`src/rtl/lzc_pkg.sv`:
```
`timescale 1ns / 1ps
`default_nettype none
// ----------------------------------------------------------------------------
// lzc_pkg: shared types and constants of the zero-crossing edge detector
// Sizes, register codes, the job record that runs between the front and the
// back, and the crossing score function.
// ----------------------------------------------------------------------------
package lzc_pkg;

  // frame geometry
  localparam int MAX_WIDTH   = 1024;
  localparam int MAX_HEIGHT  = 4096;
  localparam int MIN_SIZE    = 3;
  localparam int COL_BITS    = $clog2(MAX_WIDTH);
  localparam int ROW_BITS    = $clog2(MAX_HEIGHT);

  // sample and score widths
  localparam int SAMPLE_BITS = 16;
  localparam int MAG_BITS    = SAMPLE_BITS + 1;
  localparam int SUM_BITS    = SAMPLE_BITS + 2;

  // register file
  localparam int WIDTH_BITS  = 11;
  localparam int HEIGHT_BITS = 13;
  localparam int THRESH_BITS = 18;
  localparam int ADDR_BITS   = 4;
  localparam int DATA_BITS   = 32;

  localparam logic [1:0] REG_WIDTH  = 2'd0;
  localparam logic [1:0] REG_HEIGHT = 2'd1;
  localparam logic [1:0] REG_THRESH = 2'd2;

  localparam logic [WIDTH_BITS-1:0]  WIDTH_RESET  = WIDTH_BITS'(640);
  localparam logic [HEIGHT_BITS-1:0] HEIGHT_RESET = HEIGHT_BITS'(480);
  localparam logic [THRESH_BITS-1:0] THRESH_RESET = THRESH_BITS'(256);

  // output pixel values
  localparam int EDGE_BITS = 8;
  localparam logic [EDGE_BITS-1:0] EDGE_ON  = EDGE_BITS'(255);
  localparam logic [EDGE_BITS-1:0] EDGE_OFF = '0;

  // job queue
  localparam int Q_DEPTH    = 4;
  localparam int Q_PTR_BITS = $clog2(Q_DEPTH);
  localparam int Q_CNT_BITS = $clog2(Q_DEPTH + 1);

  typedef logic signed [SAMPLE_BITS-1:0] sample_t;

  typedef struct packed {
    logic [WIDTH_BITS-1:0]  width;
    logic [HEIGHT_BITS-1:0] height;
    logic [THRESH_BITS-1:0] thresh;
  } cfg_t;

  // one classified pixel: which beats it causes and their flags
  typedef struct packed {
    logic has_top;     // result for the row above
    logic top_edge;    // that result is an edge
    logic has_bottom;  // own border zero on the last row
    logic last_col;    // bottom beat closes the frame
  } job_t;

  // crossing strength between centre a (alt stands in when a is zero) and b
  function automatic logic [MAG_BITS-1:0] cross_score(sample_t a, sample_t alt, sample_t b);
    sample_t               ctr;
    logic [MAG_BITS-1:0]   ext_c;
    logic [MAG_BITS-1:0]   ext_b;
    logic [MAG_BITS-1:0]   mag_c;
    logic [MAG_BITS-1:0]   mag_b;
    logic [MAG_BITS-1:0]   score;
    ctr   = (a == '0) ? alt : a;
    ext_c = {ctr[SAMPLE_BITS-1], ctr};
    ext_b = {b[SAMPLE_BITS-1], b};
    mag_c = ctr[SAMPLE_BITS-1] ? (~ext_c + 1'b1) : ext_c;
    mag_b = b[SAMPLE_BITS-1] ? (~ext_b + 1'b1) : ext_b;
    if ((ctr == '0) || (b == '0) || (ctr[SAMPLE_BITS-1] == b[SAMPLE_BITS-1])) begin
      score = '0;
    end else begin
      score = mag_c + mag_b;
    end
    return score;
  endfunction

endpackage
`default_nettype wire

```
`src/rtl/lzc_queue.sv`:
```
`timescale 1ns / 1ps
`default_nettype none
// ----------------------------------------------------------------------------
// lzc_queue: job queue between the front and the back
// Small register queue; the front only pushes when it reserved a slot.
// ----------------------------------------------------------------------------
module lzc_queue (
  input  wire                                clk_i,
  input  wire                                rst_ni,
  input  wire                                push_i,
  input  wire lzc_pkg::job_t                 job_i,
  input  wire                                pop_i,
  output lzc_pkg::job_t                      job_o,
  output logic                               empty_o,
  output logic [lzc_pkg::Q_CNT_BITS-1:0]     count_o
);
  import lzc_pkg::*;

  job_t                  slots_q [Q_DEPTH];
  logic [Q_PTR_BITS-1:0] wr_ptr_q;
  logic [Q_PTR_BITS-1:0] rd_ptr_q;
  logic [Q_CNT_BITS-1:0] count_q;

  // slot storage
  always_ff @(posedge clk_i) begin
    if (push_i) begin
      slots_q[wr_ptr_q] <= job_i;
    end
  end

  // pointers and fill level
  always_ff @(posedge clk_i or negedge rst_ni) begin
    if (!rst_ni) begin
      wr_ptr_q <= '0;
      rd_ptr_q <= '0;
      count_q  <= '0;
    end else begin
      if (push_i) begin
        wr_ptr_q <= wr_ptr_q + 1'b1;
      end
      if (pop_i) begin
        rd_ptr_q <= rd_ptr_q + 1'b1;
      end
      count_q <= count_q + Q_CNT_BITS'(push_i) - Q_CNT_BITS'(pop_i);
    end
  end

  assign job_o   = slots_q[rd_ptr_q];
  assign empty_o = (count_q == '0);
  assign count_o = count_q;

endmodule
`default_nettype wire

```
`config.mk`:
```
export PLATFORM = sky130hd
export DESIGN_NAME = lzc_queue
export DESIGN_NICKNAME = d
export VERILOG_FILES = /design/src/rtl/lzc_pkg.sv /design/src/rtl/lzc_queue.sv
export SDC_FILE = /design/constraint.sdc
export NUM_CORES = 1
export LEC_CHECK = 0
export BUFFER_PORTS_ARGS = -buffer_cell sky130_fd_sc_hd__buf_4
export CAP_MARGIN = 10
export CORE_MARGIN = 2
export CORE_UTILIZATION = 35
export CTS_CLUSTER_SIZE = 12
export DETAILED_ROUTE_END_ITERATION = 10
export GPL_ROUTABILITY_DRIVEN = 0
export GPL_TIMING_DRIVEN = 0
export PLACE_DENSITY = 0.62
export SETUP_SLACK_MARGIN = 0.2
export SYNTH_ARGS = -nofsm -noshare
export SYNTH_HDL_FRONTEND = slang
export SYNTH_SLANG_ARGS = --single-unit
export TNS_END_PERCENT = 5
```
`constraint.sdc`:
```
create_clock -name clk_i -period 3.45 [get_ports clk_i]
set_clock_uncertainty 0.1 [all_clocks]
set_input_delay 0.5175 -clock clk_i [delete_from_list [all_inputs] [get_ports clk_i]]
set_output_delay 0.5175 -clock clk_i [all_outputs]
set_load 0.005 [all_outputs]
```
==> flow_summary_export.csv <==
group,metric,value,unit
timing,fin_ws,1370,ps
place,dp.cells,99,
clock_network,cts_setup_buffers,0,
clock_network,clk_pin_slew_worst_paths,120,ps
logic_synthesis,yosysWarnings,0,
logic_synthesis,synth_seq_cells,23,
route,via_per_inst,4.61,
timing,hold_violations,0,
worst_setup_path,crit_path_start_kind,"register",
timing,fin_crit_sh,60.3,%
place,dp_slack,1430,ps
worst_setup_path,crit_path_start,"rd_ptr_q[0]$_DFFE_PN0P_",
global_route,grt_pass1_wl,2350,um
route,totalWireLength,1310,um
worst_setup_path,crit_end,"job_o[1]",
route,drt_iter0_drc,7,
logic_synthesis,syn_avg_cell_area,17.8,um2
logic_synthesis,yosysSeqAreaShare,68.2,%
timing,timing.fmax,0.481,GHz
route,drt-wirelength-per-cell,12.6,um
logic_synthesis,yosys.cell_types.count,13,
clock_network,clock_latency,300,ps
worst_setup_path,worstPathMaxFanout,6,
hold_path,worst_hold_path_type,"in -> reg",
global_route,grt_max_degree,13,
clock_network,numCtsBuffers,3,
die,num_rows,18,
power_and_ir_drop,max-vdd-ir-drop,0.363,mV
die,start_util,37.8,%
global_route,grt-ovfl-total,0,
clock_network,numClockSinks,23,
power_and_ir_drop,powerDensity,760,nW/um2
route,vias,479,
timing,min_period,2080,ps
finish,drive_gt1_share,31.1,%
power_and_ir_drop,power.switching,0.256,mW
timing,slew_headroom,83.4,%
clock_network,cts_buffer_depth,2,
timing,tightestPinTransition,249,ps
finish,finalNonFillerCells,104,
clock_network,h-tree-depth,1,
worst_setup_path,r2r_slack,1660,ps
worst_setup_path,cp-end-kind,"output pin",
run,maxCapViolations,0,
timing,rsz0062_at_grt,"false",
worst_setup_path,worst_r2r_endpoint,"count_o[2]$_DFF_PN0_",
power_and_ir_drop,power.share.combinational,37.3,%
logic_synthesis,syn_nets,69,
worst_setup_path,rr_worst_depth,7,
run_status,outcome,"finished, final reports clean",
clock_network,post_cts_resized,0,
power_and_ir_drop,p_sw_share,29.4,%
die,core,2540,um2
finish,fin_nets,90,
place,portBuffers,15,
worst_setup_path,crit_required,2830,ps
worst_setup_path,rr_startpoint,"count_o[0]$_DFF_PN0_",
clock_network,cts_tree,"done",
power_and_ir_drop,pwr-share-seq,49.2,%
power_and_ir_drop,power_leakage,0.468,nW
finish,diodes,0,
die,ios,16,
timing,hold_ws,297,ps
die,die_h,56.4,um
logic_synthesis,syn_inst,54,
die,die-area,3180,um2
timing,drv_slew,0,
power_and_ir_drop,pwr-share-clk,13.5,%
global_route,grt_use_total,10.2,%
clock_network,cts_root_buffer,"clkbuf_4",
route,dr.pass1.iters,4,
timing,setup_viol,0,
finish,syn_to_final_growth,19.4,%
logic_synthesis,syn_area,961,um2
route,antenna_left,0,
power_and_ir_drop,intPower,0.616,mW
worst_setup_path,critPathArrivalTime,1460,ps
die,die_width,56.4,um
timing,fin_setup_tns,0,ps
global_route,grt_pass1_vias,525,
global_route,antenna_found_initial,0,
worst_setup_path,worstSetupPathType,"reg -> out",
route,drc,0,
-- power groups by stage --
stage,sequential (mW),combinational (mW),clock [mW]
after CTS,0.432,0.337,0.124
after global placement,0.434,0.326,0
after floorplan,0.425,0.208,0
after global routing,0.441,0.378,0.133
after detailed placement,0.438,0.335,0
final,0.429,0.325,0.118
-- flip-flops by register name, indices dropped and copies added (netlist names) --
name and count:
wr_ptr_q 2, slots_q 16, count_o 3, rd_ptr_q 2
-- critical path: stages (launching register included) --
cell and delay, ps:
dfrtp_1 360, buf_6 140, mux4_2 510, buf_4 150
-- layer usage --
metal  routed length, um  track usage [%]  up-vias  part of all wire, %
li1                    -                -      228                    -
met2                 748             17.1        7                   57
met3                  24             1.38        2                  1.8
met1                 513             11.5      242                   39
met4                  27             8.16        0                  2.1
met5                   0                0        -                    0
-- cell usage in the layout, fill, tap and decap left out --
cell type,synthesis,layout
fa_1,1,1
clkbuf_1,0,1
xnor2_1,3,3
o21ai_0,1,1
nor3_1,1,1
clkbuf_4,0,3
ha_1,6,6
edfxtp_1,16,16
xor2_1,2,2
buf_4,0,15
and2_1,4,4
nand2_1,2,2
dlygate4sd3_1,0,1
mux4_2,4,4
inv_1,6,6
buf_6,1,1
dfrtp_1,7,7
-- through the flow --
stage	utilization (%)	cell area (um2)	total power [mW]
2_1_floorplan	-	961	0.633
3_3_place_gp	43.7	1110	0.760
3_5_place_dp	43.7	1110	0.774
4_1_cts	45.1	1150	0.893
5_1_grt	45.1	1150	0.952
6_report	45.1	1150	0.873
-- layout make-up --
cell class | count | area (um2)
clock buffers | 4 | 26.3
repair buffers | 16 | 123
fillers | 233 | 1400
inverters | 6 | 22.5
plain buffers | 1 | 11.3
well taps | 30 | 37.5
multi-input cells | 24 | 272
flip-flops and latches | 23 | 656
-- synth_stat cells (all sizes together) --
cell type	n	area, um2
edfxtp	16	480
dfrtp	7	175
ha	6	75.1
inv	6	22.5
and2	4	25.0
mux4	4	90.1
xnor2	3	26.3
nand2	2	7.51
xor2	2	17.5
buf	1	11.3
fa	1	20.0
nor3	1	5.00
o21ai	1	5.00
-- repair_timing --
action | in CTS | in global routing
setup endpoints to repair | 0 | 0
endpoints found under the hold margin | 7 | 0
hold buffers | 1 | 0
-- worst min-delay path by stage --
stage | from | endpoint | cells past startpoint
2_1_floorplan | rst_ni | count_o[0]$_DFF_PN0_ | 0
3_3_place_gp | rst_ni | rd_ptr_q[0]$_DFFE_PN0P_ | 1
3_5_place_dp | rst_ni | count_o[1]$_DFF_PN0_ | 1
4_1_cts | pop_i | rd_ptr_q[0]$_DFFE_PN0P_ | 2
5_1_grt | job_i[1] | slots_q[3][1]$_DFFE_PP_ | 1
6_report | pop_i | rd_ptr_q[0]$_DFFE_PN0P_ | 2
-- cells by family after synthesis --
| logic type | Yosys count | share of synthesized area [%] |
|---|---|---|
| xor+xnor | 5 | 4.56 |
| fa+ha+maj | 7 | 9.90 |
| flops | 23 | 68.2 |
| mux | 4 | 9.38 |
| buf+inv | 7 | 3.52 |
| compound gates | 1 | 0.520 |
| simple gates | 7 | 3.91 |
Note: power is estimated with default switching activity, not from simulation.
