[src/rtl/lzc_pkg.sv]
`timescale 1ns / 1ps
`default_nettype none
// ----------------------------------------------------------------------------
// lzc_pkg: shared types and constants of the zero-crossing edge detector
// Sizes, register codes, the job record that runs between the front and the
// back, and the crossing score function.
// ----------------------------------------------------------------------------
package lzc_pkg;

  // frame geometry
  localparam int MAX_WIDTH   = 1024;
  localparam int MAX_HEIGHT  = 4096;
  localparam int MIN_SIZE    = 3;
  localparam int COL_BITS    = $clog2(MAX_WIDTH);
  localparam int ROW_BITS    = $clog2(MAX_HEIGHT);

  // sample and score widths
  localparam int SAMPLE_BITS = 16;
  localparam int MAG_BITS    = SAMPLE_BITS + 1;
  localparam int SUM_BITS    = SAMPLE_BITS + 2;

  // register file
  localparam int WIDTH_BITS  = 11;
  localparam int HEIGHT_BITS = 13;
  localparam int THRESH_BITS = 18;
  localparam int ADDR_BITS   = 4;
  localparam int DATA_BITS   = 32;

  localparam logic [1:0] REG_WIDTH  = 2'd0;
  localparam logic [1:0] REG_HEIGHT = 2'd1;
  localparam logic [1:0] REG_THRESH = 2'd2;

  localparam logic [WIDTH_BITS-1:0]  WIDTH_RESET  = WIDTH_BITS'(640);
  localparam logic [HEIGHT_BITS-1:0] HEIGHT_RESET = HEIGHT_BITS'(480);
  localparam logic [THRESH_BITS-1:0] THRESH_RESET = THRESH_BITS'(256);

  // output pixel values
  localparam int EDGE_BITS = 8;
  localparam logic [EDGE_BITS-1:0] EDGE_ON  = EDGE_BITS'(255);
  localparam logic [EDGE_BITS-1:0] EDGE_OFF = '0;

  // job queue
  localparam int Q_DEPTH    = 4;
  localparam int Q_PTR_BITS = $clog2(Q_DEPTH);
  localparam int Q_CNT_BITS = $clog2(Q_DEPTH + 1);

  typedef logic signed [SAMPLE_BITS-1:0] sample_t;

  typedef struct packed {
    logic [WIDTH_BITS-1:0]  width;
    logic [HEIGHT_BITS-1:0] height;
    logic [THRESH_BITS-1:0] thresh;
  } cfg_t;

  // one classified pixel: which beats it causes and their flags
  typedef struct packed {
    logic has_top;     // result for the row above
    logic top_edge;    // that result is an edge
    logic has_bottom;  // own border zero on the last row
    logic last_col;    // bottom beat closes the frame
  } job_t;

  // crossing strength between centre a (alt stands in when a is zero) and b
  function automatic logic [MAG_BITS-1:0] cross_score(sample_t a, sample_t alt, sample_t b);
    sample_t               ctr;
    logic [MAG_BITS-1:0]   ext_c;
    logic [MAG_BITS-1:0]   ext_b;
    logic [MAG_BITS-1:0]   mag_c;
    logic [MAG_BITS-1:0]   mag_b;
    logic [MAG_BITS-1:0]   score;
    ctr   = (a == '0) ? alt : a;
    ext_c = {ctr[SAMPLE_BITS-1], ctr};
    ext_b = {b[SAMPLE_BITS-1], b};
    mag_c = ctr[SAMPLE_BITS-1] ? (~ext_c + 1'b1) : ext_c;
    mag_b = b[SAMPLE_BITS-1] ? (~ext_b + 1'b1) : ext_b;
    if ((ctr == '0) || (b == '0) || (ctr[SAMPLE_BITS-1] == b[SAMPLE_BITS-1])) begin
      score = '0;
    end else begin
      score = mag_c + mag_b;
    end
    return score;
  endfunction

endpackage
`default_nettype wire

[src/rtl/lzc_back.sv]
`timescale 1ns / 1ps
`default_nettype none
// ----------------------------------------------------------------------------
// lzc_back: result beat sequencer
// Turns each queued job into one or two output beats through a registered
// output stage.
// ----------------------------------------------------------------------------
module lzc_back (
  input  wire                                clk_i,
  input  wire                                rst_ni,
  input  wire                                q_empty_i,
  input  wire lzc_pkg::job_t                 job_i,
  output logic                               pop_o,
  output logic                               m_valid_o,
  input  wire                                m_ready_i,
  output logic [lzc_pkg::EDGE_BITS-1:0]      m_edge_o,
  output logic                               m_bottom_o,
  output logic                               m_end_o
);
  import lzc_pkg::*;

  logic                 m_valid_q, m_valid_d;
  logic [EDGE_BITS-1:0] m_edge_q;
  logic                 m_bottom_q;
  logic                 m_end_q;
  logic                 phase_q, phase_d;
  logic                 load;
  logic                 top_beat;

  // top beat first, then the bottom border beat of the same job
  assign load     = !q_empty_i && (!m_valid_q || m_ready_i);
  assign top_beat = job_i.has_top && !phase_q;
  assign pop_o    = load && !(top_beat && job_i.has_bottom);

  always_comb begin
    phase_d   = phase_q;
    m_valid_d = m_valid_q && !m_ready_i;
    if (load) begin
      m_valid_d = 1'b1;
      phase_d   = top_beat && job_i.has_bottom;
    end
  end

  always_ff @(posedge clk_i or negedge rst_ni) begin
    if (!rst_ni) begin
      m_valid_q <= 1'b0;
      phase_q   <= 1'b0;
    end else begin
      m_valid_q <= m_valid_d;
      phase_q   <= phase_d;
    end
  end

  // output beat payload
  always_ff @(posedge clk_i) begin
    if (load) begin
      m_edge_q   <= (top_beat && job_i.top_edge) ? EDGE_ON : EDGE_OFF;
      m_bottom_q <= !top_beat;
      m_end_q    <= !top_beat && job_i.last_col;
    end
  end

  assign m_valid_o  = m_valid_q;
  assign m_edge_o   = m_edge_q;
  assign m_bottom_o = m_bottom_q;
  assign m_end_o    = m_end_q;

endmodule
`default_nettype wire

[config.mk]
export PLATFORM = sky130hd
export DESIGN_NAME = lzc_back
export DESIGN_NICKNAME = d
export VERILOG_FILES = /design/src/rtl/lzc_pkg.sv /design/src/rtl/lzc_back.sv
export SDC_FILE = /design/constraint.sdc
export NUM_CORES = 1
export LEC_CHECK = 0
export BUFFER_PORTS_ARGS = -buffer_cell sky130_fd_sc_hd__buf_4
export CAP_MARGIN = 10
export CORE_AREA = 2 2 39 41
export CTS_BUF_LIST = sky130_fd_sc_hd__clkbuf_8
export DETAILED_ROUTE_END_ITERATION = 8
export DIE_AREA = 0 0 41 43
export GPL_TIMING_DRIVEN = 0
export HOLD_SLACK_MARGIN = 0.05
export PLACE_DENSITY = 0.53
export SLEW_MARGIN = 0
export SYNTH_ARGS = -nofsm -noshare
export SYNTH_HDL_FRONTEND = slang
export SYNTH_SLANG_ARGS = --single-unit
[constraint.sdc]
create_clock -name clk_i -period 1.36 [get_ports clk_i]
set_clock_uncertainty 0.1 [all_clocks]
set_input_delay 0.204 -clock clk_i [delete_from_list [all_inputs] [get_ports clk_i]]
set_output_delay 0.204 -clock clk_i [all_outputs]
set_load 0.1 [all_outputs]
==> impl_metrics.csv, run 1 <==
group,metric,value,unit
floorplan,die_area,1763,µm²
floorplan,core-area,1384,µm²
global_routing,antenna_found_initial,0,
cts,cts_max_level,1,
floorplan,die_w,41,µm
global_routing,overflow,0,
run_status,violations,"negative setup slack",
floorplan,rows,14,
cts,cts-root-buf,"clkbuf_8",
global_routing,grt_usage,7.879,%
setup_path,arrival,1220,ps
power_and_ir_drop,leakage,0.3379,nW
yosys,synth_top_cell_by_area,"edfxtp_1",
cts,tritoncts,"done",
floorplan,ios,20,
cts,clk_pin_slew,40,ps
place,gp_congestion,0.6273,
yosys,synth_cells,23,
detailed_routing,route.detailed.drc,0,
run_status,status,"finished, violations left",
yosys,synthDistinctLibCells,11,
final_layout,final_util,49.82,%
yosys,synth_ff_type,"edfxtp_1",
detailed_routing,vias,251,
yosys,synth_area,280.3,µm²
floorplan,die_y,43,µm
global_routing,grt_max_degree,5,
yosys,synth_edf_count,3,
sta,hold_viol_final,0,
sta,finalSetupViolations,7,
yosys,yosys-top-cells-count,"7 x buf_4, 3 x edfxtp_1, 3 x inv_1",
setup_path,crit_path_start_kind,"register",
detailed_routing,wl_per_cell,8.783,µm
setup_path,cp_max_fo,2,
sta,rsz0062_at_grt,"yes",
setup_path,cp-end-kind,"primary output",
yosys,synth_top_cells_by_area,"edfxtp_1 32%, buf_4 19%, dfrtp_1 18%",
floorplan,initial_core_util,20.25,%
detailed_routing,viasPerCell,3.638,
cts,cts.sinks,5,
final_layout,layout-drive-gt1-share,81.13,%
setup_path,crit_required,1060,ps
power_and_ir_drop,power_density,1191,nW/µm²
yosys,syn_avg_cell_area,12.19,µm²
sta,relSlewSlack,81.42,%
detailed_routing,routed_wl,606,µm
yosys,synth_top_area_share,32.14,%
global_routing,grt_pass1_wl,938,µm
place,io_buffers,19,
sta,tns,-228.1,ps
yosys,ys_seq_area_share,50.00,%
detailed_routing,drtIter0Drc,0,
yosys,ys_seq_elements,5,
yosys,yosysMostFrequentCell,"buf_4",
sta,maxClockFrequency,0.6545,GHz
global_routing,grt_pass1_vias,232,
yosys,synthArstFlopShare,40.00,%
final_layout,diodes,0,
cts,cts_buffer_depth,2,
detailed_routing,drtAntennaViolNets,0,
yosys,synth_nets,31,
final_layout,area_delta_synth_final,146.0,%
run,max_cap_viol_count,0,
sta,slew_viol_final,0,
setup_path,path_class,"reg -> out",
sta,finalCritPeriodShare,112.3,%
sta,layout_setup_ws,-167.9,ps
power_and_ir_drop,vdd_drop_max,576.4,µV
place,dp_hpwl,444,µm
detailed_routing,first_pass_iters,1,
final_layout,finalNetCount,62,
sta,layout_min_cycle_time,1528,ps
hold_path,hold_path_class,"in -> reg",
yosys,yosysWarnings,0,
cts,clk_latency,220,ps
sta,worst_slew_pin_slew,281.0,ps
cts,numCtsBuffers,3,
## layout by cell type, fill, tap and decap left out
cell	n
buf_12	8
dlygate4sd3_1	1
buf_6	9
o21ai_0	1
mux2_4	1
buf_4	15
nor2b_4	1
edfxtp_1	3
a21oi_4	1
and2_4	1
clkbuf_8	3
and2b_2	1
and2_2	1
inv_1	4
dfrtp_1	1
dfrtp_4	1
and2b_4	1
## final timing paths
| kind | from | end | slack [ps] | cells past startpoint |
|---|---|---|---|---|
| max | phase_q$_DFFE_PN0P_ | pop_o | -170 | 4 |
| min in group asynchronous | rst_ni | m_valid_o$_DFF_PN0_ | 210 | 2 |
| max in group asynchronous | rst_ni | m_valid_o$_DFF_PN0_ | 840 | 2 |
| min | m_ready_i | m_valid_o$_DFF_PN0_ | 80 | 2 |
| min reg2reg | phase_q$_DFFE_PN0P_ | phase_q$_DFFE_PN0P_ | 480 | 1 |
| max reg2reg | m_valid_o$_DFF_PN0_ | phase_q$_DFFE_PN0P_ | 40 | 3 |
## layout make-up
class / instances / area (µm²)
Multi-Input combinational cell: 8 / 85.08
Clock inverter: 1 / 3.754
Timing Repair Buffer: 27 / 316.6
Sequential cell: 5 / 143.9
Clock buffer: 3 / 41.29
Tap cell: 16 / 20.02
Inverter: 3 / 11.26
Fill cell: 127 / 694.4
Buffer: 6 / 67.56
## registers in the layout, summed over array words and instances, names as in the netlist
| signal | flops |
|---|---|
| phase_q | 1 |
| m_bottom_o | 1 |
| m_end_o | 1 |
| m_edge_o | 1 |
| m_valid_o | 1 |
## power breakdown
part | switching [mW] | internal (mW)
sequential | 0.0104 | 0.178
combinational | 0.220 | 0.148
clock | 0.0709 | 0.193
total | 0.301 | 0.520
## routing by layer
layer,GRT usage [%],vias to the layer above,part of all wire (%)
li1,-,125,-
met1,8.525,111,39
met2,12.19,15,52
met3,3.665,0,8.6
met4,4.000,0,0
met5,0,-,0
## repair_timing
action,in CTS,in global routing
endpoints found under the setup margin,9,10
hold endpoints to repair,2,0
hold buffers,1,0
setup buffers,6,1
pin swaps,2,1
resized for setup,13,14
## stage by stage
step | worst slack [ps] | cell area [µm²] | hold slack (ps) | cells | power (mW)
3_5_place_dp | -102.1 | 481.7 | -107.0 | 58 | 0.4865
4_1_cts | -169.0 | 631.9 | 83.56 | 69 | 0.8044
6_report | -167.9 | 689.4 | 80.82 | 69 | 0.8209
2_1_floorplan | -390.2 | 319.1 | -191.6 | 23 | 0.4302
5_1_grt | -202.3 | 689.4 | 110.5 | 69 | 0.8560
3_3_place_gp | -92.75 | 481.7 | -112.9 | 58 | 0.4848
## critical path: stages (launching register included)
cell and delay (ps):
dfrtp_1 400, nor2b_4 120, and2_4 140, and2b_4 180, buf_12 160
## cell families after synthesis
kind of cell,Yosys count,share of synthesized area [%]
buffers and inverters,10,22.77
DFF,5,50.00
and+or+nand+nor,5,16.97
muxes,1,5.356
AOI/OAI and AO/OA,2,4.910
No activity file was read; power rests on OpenSTA's default activity.
==> inputs of run 2 (changes only) <==
--- a/config.mk
+++ b/config.mk
@@ -14,6 +14,7 @@
 export GPL_TIMING_DRIVEN = 0
 export HOLD_SLACK_MARGIN = 0.05
 export PLACE_DENSITY = 0.53
+export RECOVER_POWER = 100
 export SLEW_MARGIN = 0
 export SYNTH_ARGS = -nofsm -noshare
 export SYNTH_HDL_FRONTEND = slang
==> run 2 against run 1 <==
The flow still finishes with violations (negative setup slack). Combinational power is 2% lower. Core utilization shrank 1.2 points. Largest cell class unchanged. Register-to-register slack about the same. Flip-flop and latch count did not move. Sequential power barely moved. Sequential share of layout area up 0.50 points. Setup slack is the same. First-iteration DRC count stayed put. Maximum frequency is the same. Count of clock-buffer cells in the layout did not move.
==> impl_metrics.csv, run 2 (synthesis gave the netlist of run 1 again) <==
group,metric,value,unit
final_layout,mostFrequentLayoutCells,"11 x buf_4, 8 x buf_6, 8 x buf_12",
final_layout,area_delta_synth_final,140.2,%
final_layout,final_util,48.64,%
final_layout,fin_cells,69,
cts,tritoncts,"done",
sta,holdWs,80.76,ps
setup_path,cp_max_fo,2,
run_status,violations,"negative setup slack",
cts,clk_latency,220,ps
detailed_routing,route.detailed.drc,0,
sta,layout_setup_ws,-167.9,ps
sta,slew_viol_final,0,
sta,worst_slew_pin_slew,492.6,ps
place,placedCellCount,58,
final_layout,fin_area,673.1,µm²
global_routing,grt_usage,7.879,%
place,io_buffers,19,
detailed_routing,wl_per_cell,8.768,µm
global_routing,grt_pass1_vias,232,
setup_path,path_class,"reg -> out",
detailed_routing,viasPerCell,3.638,
setup_path,crit_required,1060,ps
power_and_ir_drop,totalPowerFinal,813.7,µW
power_and_ir_drop,power_density,1209,nW/µm²
final_layout,diodes,0,
place,gp_congestion,0.6273,
sta,finalSetupViolations,4,
sta,relSlewSlack,67.39,%
cts,numCtsBuffers,3,
place,pre_cts_slack,-102.1,ps
detailed_routing,routed_wl,605,µm
sta,rsz0062_at_grt,"yes",
final_layout,fillCellCount,131,
cts,clk_pin_slew,40,ps
global_routing,grt_max_degree,5,
detailed_routing,drtIter0Drc,0,
sta,maxClockFrequency,0.6545,GHz
cts,cts_buffer_depth,2,
run_status,status,"finished, violations left",
floorplan,rows,14,
sta,tns,-251.3,ps
sta,hold_viol_final,0,
detailed_routing,vias,251,
power_and_ir_drop,vdd_drop_max,602.2,µV
floorplan,die_area,1763,µm²
sta,layout_min_cycle_time,1528,ps
cts,cts.sinks,5,
place,dp_hpwl,444,µm
final_layout,finalNetCount,62,
cts,cts_max_level,1,
floorplan,core-area,1384,µm²
floorplan,die_y,43,µm
setup_path,arrival,1220,ps
global_routing,grt_pass1_wl,938,µm
global_routing,antenna_found_initial,0,
floorplan,ios,20,
place,place_area,481.7,µm²
run,max_cap_viol_count,0,
power_and_ir_drop,leakage,0.3276,nW
final_layout,final_common_cell,"buf_4",
floorplan,die_w,41,µm
detailed_routing,drtAntennaViolNets,0,
floorplan,initial_core_util,20.25,%
setup_path,cp-end-kind,"primary output",
setup_path,crit_path_start_kind,"register",
sta,finalCritPeriodShare,112.3,%
detailed_routing,first_pass_iters,1,
cts,cts-root-buf,"clkbuf_8",
global_routing,overflow,0,
final_layout,layout-drive-gt1-share,77.36,%
hold_path,hold_path_class,"in -> reg",
-- run 2: cell count changes in the layout (fill, tap and decap cells not counted) --
cell,delta
buf_4,-4
buf_2,+2
clkbuf_1,+2
buf_6,-1
clkbuf_4,+1
-- run 2: final cells by class --
class | count | area [µm²] | area share [%]
Multi-Input combinational cell | 8 | 85.08 | 12.64
Sequential cell | 5 | 143.9 | 21.38
Buffer | 6 | 67.56 | 10.04
Tap cell | 16 | 20.02 | 2.974
Timing Repair Buffer | 27 | 300.3 | 44.61
Clock inverter | 1 | 3.754 | 0.5576
Clock buffer | 3 | 41.29 | 6.134
Inverter | 3 | 11.26 | 1.673
-- run 2: per-layer routing --
metal / GRT usage, % / wire [µm]
met1: 8.525 / 237
met4: 4.000 / 0
met3: 3.665 / 52
met2: 12.19 / 315
met5: 0 / 0
-- run 2: power breakdown --
part	total, mW	switching, mW	internal, mW	leakage (nW)
logic	0.361	0.220	0.142	0.248
clock network	0.264	0.0709	0.193	0.0269
registers	0.188	0.00973	0.178	0.0522
total	0.814	0.300	0.513	0.328
-- run 2: final timing paths --
check                      depth (start not counted)  slack, ps                  end                start
max reg2reg                                        3         40  phase_q$_DFFE_PN0P_  m_valid_o$_DFF_PN0_
min reg2reg                                        1        480  phase_q$_DFFE_PN0P_  phase_q$_DFFE_PN0P_
min in group asynchronous                          2        210  m_valid_o$_DFF_PN0_               rst_ni
max                                                4       -170                pop_o  phase_q$_DFFE_PN0P_
max in group asynchronous                          2        790  m_valid_o$_DFF_PN0_               rst_ni
min                                                2         80  m_valid_o$_DFF_PN0_            m_ready_i
-- run 2: repair_timing --
item                       in CTS  in global routing
hold buffers                    1                  0
hold endpoints to repair        2                  0
buffers inserted                6                  1
gates resized for setup        13                 14
setup endpoints to repair       9                 10
pin swaps                       2                  1
-- run 2: critical path: stages, from the launching register on --
cell and delay (ps):
dfrtp_1 400, nor2b_4 120, and2_4 140, and2b_4 180
buf_12 160
==> inputs of run 3 (changes only) <==
--- a/config.mk
+++ b/config.mk
@@ -13,7 +13,7 @@
 export DIE_AREA = 0 0 41 43
 export GPL_TIMING_DRIVEN = 0
 export HOLD_SLACK_MARGIN = 0.05
-export PLACE_DENSITY = 0.53
+export PLACE_DENSITY_LB_ADDON = 0.05
 export RECOVER_POWER = 100
 export SLEW_MARGIN = 0
 export SYNTH_ARGS = -nofsm -noshare
==> run 3 against run 2 <==
The flow still finishes with violations (negative setup slack). Largest power group unchanged. Non-clock buffer count fell by 1. Core utilization grew 0.27 points. Flip-flop and latch count unchanged. Routed wire length increased by 5.0%. Setup slack worse by 2.5 ps. Critical endpoint unchanged. First-iteration DRC count rose by 2.
==> impl_metrics.csv, run 3 (synthesis gave the netlist of run 1 again) <==
group,metric,value,unit
run_status,status,"finished, violations left",
run_status,violations,"negative setup slack",
cts,numCtsBuffers,3,
place,io_buffers,19,
setup_path,path_class,"reg -> out",
final_layout,regArea,143.9,µm²
place,pre_cts_slack,-90.02,ps
place,placedCellCount,58,
final_layout,multi_input_area,85.08,µm²
sta,layout_min_cycle_time,1530,ps
floorplan,die_w,41,µm
sta,layout_setup_ws,-170.4,ps
run,max_cap_viol_count,0,
setup_path,cp_max_fo,2,
detailed_routing,first_pass_iters,2,
cts,cts.sinks,5,
cts,clk_latency,220,ps
detailed_routing,vias,251,
global_routing,grt_usage,7.778,%
final_layout,final_util,48.92,%
sta,hold_viol_final,0,
floorplan,rows,14,
setup_path,crit_buf_inv,1,
cts,cts_buffer_depth,2,
setup_path,cpLargestDelayFamily,"simple AND/OR/NAND/NOR gates",
final_layout,final_common_cell,"buf_6",
detailed_routing,viasPerCell,3.691,
final_layout,fin_cells,68,
hold_path,hold_path_class,"in -> reg",
cts,cts_max_level,1,
floorplan,die_y,43,µm
detailed_routing,drtIter0Drc,2,
final_layout,layout-drive-gt1-share,78.85,%
setup_path,crit_path_max_incr_delay,400,ps
place,gp_congestion,0.5580,
setup_path,crit_required,1060,ps
global_routing,grt_pass1_wl,910,µm
final_layout,diodes,0,
global_routing,grt_max_degree,5,
setup_path,cp_cell_sequence,"nor2b_4, and2_4, and2b_4, buf_12",
final_layout,finalNetCount,61,
detailed_routing,routed_wl,635,µm
floorplan,die_area,1763,µm²
power_and_ir_drop,power_density,1203,nW/µm²
setup_path,arrival,1230,ps
cts,cts-root-buf,"clkbuf_8",
global_routing,grt_pass1_vias,255,
floorplan,ios,20,
detailed_routing,drtAntennaViolNets,0,
setup_path,cp-end-kind,"primary output",
place,dp_hpwl,461.4,µm
final_layout,mostFrequentLayoutCells,"10 x buf_6, 9 x buf_4, 8 x buf_12",
final_layout,fillCellCount,134,
floorplan,core-area,1384,µm²
sta,slew_viol_final,0,
final_layout,area_delta_synth_final,141.5,%
power_and_ir_drop,leakage,0.3281,nW
power_and_ir_drop,vdd_drop_max,528.0,µV
sta,rsz0062_at_grt,"yes",
detailed_routing,wl_per_cell,9.338,µm
floorplan,initial_core_util,20.25,%
sta,worst_slew_pin_slew,483.4,ps
setup_path,crit_slowest_cell,"dfrtp_1",
sta,finalCritPeriodShare,112.5,%
global_routing,overflow,0,
cts,tritoncts,"done",
setup_path,crit_path_start_kind,"register",
sta,relSlewSlack,67.99,%
global_routing,antenna_found_initial,0,
detailed_routing,route.detailed.drc,0,
sta,maxClockFrequency,0.6534,GHz
sta,finalSetupViolations,8,
cts,clk_pin_slew,40,ps
[run 3: cell types whose count changed in the layout (fill, tap and decap cells not counted), sizes merged]
cell and change:
clkbuf -1
[run 3: layout make-up]
class / count / share of cell area, %
repair buffers: 25 / 43.25
inverters: 3 / 1.664
flip-flops and latches: 5 / 21.26
plain buffers: 7 / 11.65
well taps: 16 / 2.957
multi-input cells: 8 / 12.57
clock inverters: 1 / 0.5545
clock buffers: 3 / 6.100
[run 3: final timing paths]
path	start	end	slack, ps	cells past startpoint
setup / recovery	phase_q$_DFFE_PN0P_	pop_o	-170	4
hold / removal	m_ready_i	m_valid_o$_DFF_PN0_	90	2
setup reg to reg	m_valid_o$_DFF_PN0_	phase_q$_DFFE_PN0P_	50	3
hold reg to reg	phase_q$_DFFE_PN0P_	phase_q$_DFFE_PN0P_	480	1
max in group asynchronous	rst_ni	m_valid_o$_DFF_PN0_	810	2
min in group asynchronous	rst_ni	m_valid_o$_DFF_PN0_	210	2
[run 3: metal layers]
| metal | track usage [%] | vias to the layer above | part of all wire [%] |
|---|---|---|---|
| met4 | 4.000 | 0 | 0 |
| met1 | 7.213 | 116 | 31 |
| met3 | 3.141 | 0 | 7.2 |
| li1 | - | 122 | - |
| met5 | 0 | - | 0 |
| met2 | 13.44 | 13 | 61 |
[run 3: power by group]
group | switching, mW | internal [mW]
sequential | 0.0104 | 0.178
combinational | 0.220 | 0.143
clock | 0.0697 | 0.193
total | 0.300 | 0.514
[run 3: worst reg2reg max path: stages, from the launching register on]
cell,delay [ps]
dfrtp_4,480
a21oi_4,160
buf_4,160
mux2_4,290
[run 3: repair_timing]
| item | 4_1_cts | 5_1_grt |
|---|---|---|
| hold buffers | 1 | 0 |
| gates resized for setup | 20 | 8 |
| setup buffers | 5 | 0 |
| endpoints found under the hold margin | 2 | 0 |
| endpoints found under the setup margin | 9 | 9 |
| pin swaps | 2 | 1 |
[run 3: per-stage QoR]
step,hold WS [ps],TNS [ps],instance area (µm²),total power [mW]
finish,90.62,-328.9,676.9,0.8141
global route,111.5,-590.2,676.9,0.8403
CTS,85.84,-190.5,655.6,0.8125
detailed placement,-111.5,-90.02,481.7,0.4870
global placement,-112.3,-84.13,481.7,0.4831
floorplan,-191.6,-2968,319.1,0.4302
